File: src/rtl/core/w44b_pkg.sv
`timescale 1ns / 1ps

package w44b_pkg;

  localparam int unsigned PoolDepth = 1391;
  localparam int unsigned AddrW     = $clog2(PoolDepth);
  localparam int unsigned WordW     = 32;
  localparam int unsigned LaneLen   = 3;

  typedef logic [AddrW-1:0] addr_t;
  typedef logic [WordW-1:0] word_t;

  localparam addr_t DepthA  = addr_t'(PoolDepth);
  localparam addr_t LastIdx = addr_t'(PoolDepth - 1);
  localparam addr_t TapA    = addr_t'(23);
  localparam addr_t TapB    = addr_t'(481);
  localparam addr_t TapC    = addr_t'(229);
  localparam addr_t OffM1   = addr_t'(PoolDepth - 1);
  localparam addr_t OffM2   = addr_t'(PoolDepth - 2);

  localparam logic [1:0] FuncSeed   = 2'd0;
  localparam logic [1:0] FuncFinish = 2'd1;
  localparam logic [1:0] FuncGen    = 2'd2;

  localparam word_t SeedMult = 32'd1812433253;
  localparam word_t MaskHi   = 32'hFFFF8000;
  localparam word_t MaskLo   = 32'h00007FFF;
  localparam word_t MaskZ2   = 32'hFBFFFFFF;
  localparam word_t TwistZ2  = 32'hB729FCEC;
  localparam word_t TempB    = 32'h93DD1400;
  localparam word_t TempC    = 32'hFA118000;

  typedef struct packed {
    logic  we;
    addr_t waddr;
    word_t wdata;
    addr_t raddr_a;
    addr_t raddr_b;
  } mem_req_t;

endpackage

File: src/rtl/core/w44b_tap_cell.sv
`timescale 1ns / 1ps

module w44b_tap_cell import w44b_pkg::*; (
  input  logic  clk_i,
  input  logic  shift_i,
  input  word_t word_i,
  output word_t word_o
);

  word_t word_q;

  always_ff @(posedge clk_i) begin
    if (shift_i) begin
      word_q <= word_i;
    end
  end

  assign word_o = word_q;

endmodule
File: config.mk
export PLATFORM = sky130hd
export DESIGN_NAME = w44b_tap_cell
export DESIGN_NICKNAME = d
export VERILOG_FILES = /design/src/rtl/core/w44b_pkg.sv /design/src/rtl/core/w44b_tap_cell.sv
export SDC_FILE = /design/constraint.sdc
export NUM_CORES = 1
export LEC_CHECK = 0
export BUFFER_PORTS_ARGS = -buffer_cell sky130_fd_sc_hd__buf_2
export CORE_UTILIZATION = 41
export CTS_BUF_LIST = sky130_fd_sc_hd__clkbuf_8
export CTS_CLUSTER_DIAMETER = 60
export DETAILED_ROUTE_END_ITERATION = 10
export PLACE_DENSITY = 0.79
export SYNTH_ARGS = -nofsm -noshare
export SYNTH_HDL_FRONTEND = slang
export SYNTH_SLANG_ARGS = --single-unit
export TNS_END_PERCENT = 50
File: constraint.sdc
create_clock -name clk_i -period 0.8 [get_ports clk_i]
set_input_delay 0.08 -clock clk_i [delete_from_list [all_inputs] [get_ports clk_i]]
set_output_delay 0.08 -clock clk_i [all_outputs]
set_load 0.005 [all_outputs]
# [Yosys cells after proc, flatten, opt, wreduce, memory -nomap -nowiden]
# Cells that the tools add are included.
[word_totals] regBits=32 input_bits=34 wordCells=1

# [Logic depth before layout (Yosys ltp)]
[logic_depth] ltp_word=0 ltp_mapped=0 ltp_nobuf=0

# [Least setup slack after synthesis]
# Ideal clock, no wire load.
[synth_path] path_kind="flip-flop to output port" start="register word_q[0] (netlist: word_o[0])" end="output word_o[0]" arrival_ns=0.355 path_slack_ns=0.365 stages_incl_launch_ff=1 n_path_buf=0 path_cell_list="edfxtp_1"
[synth_rtl] element="from (decl)" line_no="w44b_tap_cell.sv:10" rtl="word_t word_q;"
[synth_rtl] element="from (signal assigned)" line_no="w44b_tap_cell.sv:14" rtl="word_q <= word_i;"
[synth_rtl] element="to (decl)" line_no="w44b_tap_cell.sv:7" rtl="output word_t word_o"
# No word-level cell between the ends.

# [Worst setup path in the final report]
[layout_path] start="register word_q[31] (netlist: word_o[31])" end="output word_o[31]"
# No word-level cell between the ends.

==> flow_results.xml <==
<?xml version="1.0" encoding="UTF-8"?>
<metrics>
  <group name="outcome">
    <metric name="outcome" unit="">finished, violations left</metric>
    <metric name="violations" unit="">negative setup slack</metric>
  </group>
  <group name="yosys">
    <metric name="synth_largest_area_cell" unit="">edfxtp_1</metric>
    <metric name="synth_cell_types" unit="">1</metric>
    <metric name="netlist_instances" unit="">32</metric>
    <metric name="synth_simple_gate_area_share" unit="%">0</metric>
    <metric name="synth_seq_area_share" unit="%">100.0</metric>
    <metric name="yosys-mux-area-fraction" unit="%">0</metric>
    <metric name="ys_ff_latch" unit="">32</metric>
    <metric name="yosys_synthesis_warning_count" unit="">0</metric>
    <metric name="netlist_area" unit="sq um">960.9</metric>
    <metric name="netlist_top_cells_area" unit="">edfxtp_1 (100%)</metric>
    <metric name="synth_fa_ha_area_share" unit="%">0</metric>
    <metric name="post_synth_xor_area_fraction" unit="%">0</metric>
    <metric name="synth.avg_cell_area" unit="sq um">30.03</metric>
    <metric name="synth.top_cell.area_share" unit="%">100.0</metric>
    <metric name="postSynthNetCount" unit="">66</metric>
    <metric name="post_synthesis_compound_gate_area_fraction" unit="%">0</metric>
  </group>
  <group name="worst_setup_path">
    <metric name="worstPathBufferInverterCount" unit="">1</metric>
    <metric name="setup.worst_path.class" unit="">flip-flop to output pin</metric>
    <metric name="startpoint_type" unit="">flip-flop</metric>
    <metric name="critPathCaptureType" unit="">output pin</metric>
    <metric name="critical-path-slowest-cell" unit="">edfxtp_1</metric>
    <metric name="worst_path_max_stage_delay" unit="ns">0.39</metric>
    <metric name="cp_top_family" unit="">flip-flops</metric>
    <metric name="critical_path_required" unit="ns">0.72</metric>
    <metric name="arrival" unit="ns">0.80</metric>
    <metric name="worstPathCellList" unit="">buf_2</metric>
    <metric name="critical_path.startpoint" unit="">word_o[31]$_DFFE_PP_</metric>
    <metric name="crit_fanout" unit="">1</metric>
  </group>
  <group name="drt">
    <metric name="total_iterations_of_the_first_detailed_routing_run" unit="">4</metric>
    <metric name="routed_wirelength" unit="um">1916</metric>
    <metric name="route.detailed.drc" unit="">0</metric>
    <metric name="routed_wire_length_per_instance" unit="um">11.54</metric>
    <metric name="drtAntennaViolNets" unit="">0</metric>
    <metric name="detailedRoute.firstIterationViolations" unit="">5</metric>
    <metric name="avgViaCountPerCell" unit="">4.151</metric>
    <metric name="via_count" unit="">689</metric>
  </group>
  <group name="timing">
    <metric name="setup_viol" unit="">32</metric>
    <metric name="max_clock_freq" unit="MHz">1130</metric>
    <metric name="timing_worst_slew_pin_value" unit="ns">0.1151</metric>
    <metric name="rsz0062_at_grt" unit="">yes</metric>
    <metric name="setup_ws" unit="ns">-0.08467</metric>
    <metric name="worst_rel_slew_slack" unit="%">92.33</metric>
    <metric name="timing_hold_violations_final" unit="">0</metric>
    <metric name="finalCriticalPeriod" unit="ns">0.8847</metric>
    <metric name="fin_tns_setup" unit="ns">-1.084</metric>
    <metric name="drv_slew" unit="">0</metric>
    <metric name="final.period_utilization" unit="%">110.6</metric>
  </group>
  <group name="worst_hold_path">
    <metric name="hold_start" unit="">shift_i</metric>
    <metric name="hold_path_class" unit="">primary input to flip-flop</metric>
  </group>
  <group name="clock_tree">
    <metric name="ctsLongestPathBuffers" unit="">2</metric>
    <metric name="cts_made_buffers" unit="">5</metric>
    <metric name="cts.root.buffer_cell" unit="">clkbuf_8</metric>
    <metric name="cts_max_level" unit="">2</metric>
    <metric name="tritoncts_clock_tree" unit="">done</metric>
    <metric name="clk_pin_slew" unit="ns">0.06</metric>
    <metric name="cts_setup_buffers" unit="">0</metric>
    <metric name="cts_num_sinks" unit="">32</metric>
    <metric name="post_cts.resized_instances" unit="">0</metric>
  </group>
  <group name="floorplan">
    <metric name="effective_utilization_at_floorplan" unit="%">43.44</metric>
    <metric name="width_of_the_die" unit="um">50.41</metric>
    <metric name="floorplan.die_area" unit="sq um">2541</metric>
    <metric name="ios" unit="">66</metric>
    <metric name="design.core.area" unit="sq um">2212</metric>
    <metric name="fp-row-count" unit="">17</metric>
    <metric name="floorplan.die.height" unit="um">50.41</metric>
  </group>
  <group name="cells_and_area">
    <metric name="multiInputGateArea" unit="sq um">0</metric>
    <metric name="ant_cells" unit="">0</metric>
    <metric name="fin_nets" unit="">172</metric>
    <metric name="post_route_cells_drive_above_1_share" unit="%">52.17</metric>
    <metric name="layout-area-overhead-vs-synth" unit="%">82.94</metric>
    <metric name="final-instance-count-excl-fill" unit="">166</metric>
    <metric name="largest_reg_flops" unit="">32</metric>
    <metric name="number_of_combinational_gates_with_multiple_inputs" unit="">0</metric>
  </group>
  <group name="flow_run">
    <metric name="cap_violations" unit="">0</metric>
  </group>
  <group name="global_routing">
    <metric name="track_usage" unit="%">16.63</metric>
    <metric name="antenna_found_initial" unit="">0</metric>
    <metric name="first_pass_grt_wire_length" unit="um">2891</metric>
    <metric name="via_count_of_the_first_global_routing_pass" unit="">684</metric>
    <metric name="global_route.overflow_total" unit="">0</metric>
    <metric name="grt_max_degree" unit="">22</metric>
  </group>
  <group name="power">
    <metric name="worst_ir_drop_vdd" unit="uV">1749</metric>
    <metric name="power_per_cell_area" unit="nW/um^2">1975</metric>
    <metric name="total_power" unit="mW">3.472</metric>
    <metric name="static-leakage-power" unit="nW">0.7604</metric>
  </group>
  <group name="placement">
    <metric name="gpl.final_weighted_congestion" unit="">0.6541</metric>
    <metric name="placed_cells" unit="">127</metric>
    <metric name="dp_slack" unit="ns">0.1000</metric>
    <metric name="dp_hpwl" unit="um">1207</metric>
    <metric name="buffer_ports.inserted" unit="">65</metric>
  </group>
</metrics>
==> synth_stat cells, drive strengths merged <==
| master | count |
|---|---|
| edfxtp | 32 |
==> what timing repair did <==
action,in CTS,in global routing
endpoints found under the setup margin,32,32
hold endpoints to repair,32,0
hold buffers,32,0
==> per-layer routing <==
metal / up-vias / track usage [%] / part of all wire (%)
li1: 339 / - / -
met1: 307 / 16.14 / 35
met2: 41 / 29.78 / 55
met3: 2 / 7.576 / 8.8
met4: 0 / 7.407 / 1.2
met5: - / 0 / 0
==> power by group <==
part	total (mW)	leakage (nW)	internal (mW)	switching, mW
combinational	0.389	0.408	0.256	0.133
sequential	2.02	0.313	1.99	0.0292
clock	1.06	0.0391	0.571	0.489
==> through the flow <==
step	hold WS (ns)	util, %	cell area [sq um]
2_1_floorplan	0.1789	-	960.9
4_1_cts	0.2097	79.47	1758
5_1_grt	0.2147	79.47	1758
3_5_place_dp	0.2581	61.54	1361
3_3_place_gp	0.2563	61.54	1361
6_report	0.2160	79.47	1758
==> cell families (layout without fill, tap and decap cells) <==
family                 after synthesis  in the layout
buffers and inverters                0            106
DFF                                 32             32
==> cell usage in the layout (no fill, tap or decap) <==
cell type       n
buf_2          65
dlygate4sd3_1  32
edfxtp_1       32
clkbuf_8        5
clkinv_1        2
buf_12          2
==> final timing paths <==
check                         endpoint  depth (start not counted)
setup / recovery            word_o[31]                          1
hold / removal    word_o[20]$_DFFE_PP_                          2
==> layout make-up <==
type / count / area (sq um)
clock buffer: 5 / 68.82
clock inverter: 2 / 7.507
fill: 132 / 454.2
sequential: 32 / 960.9
timing repair buffer: 99 / 685.7
tap: 28 / 35.03
Power figures use the tool's default switching activity.
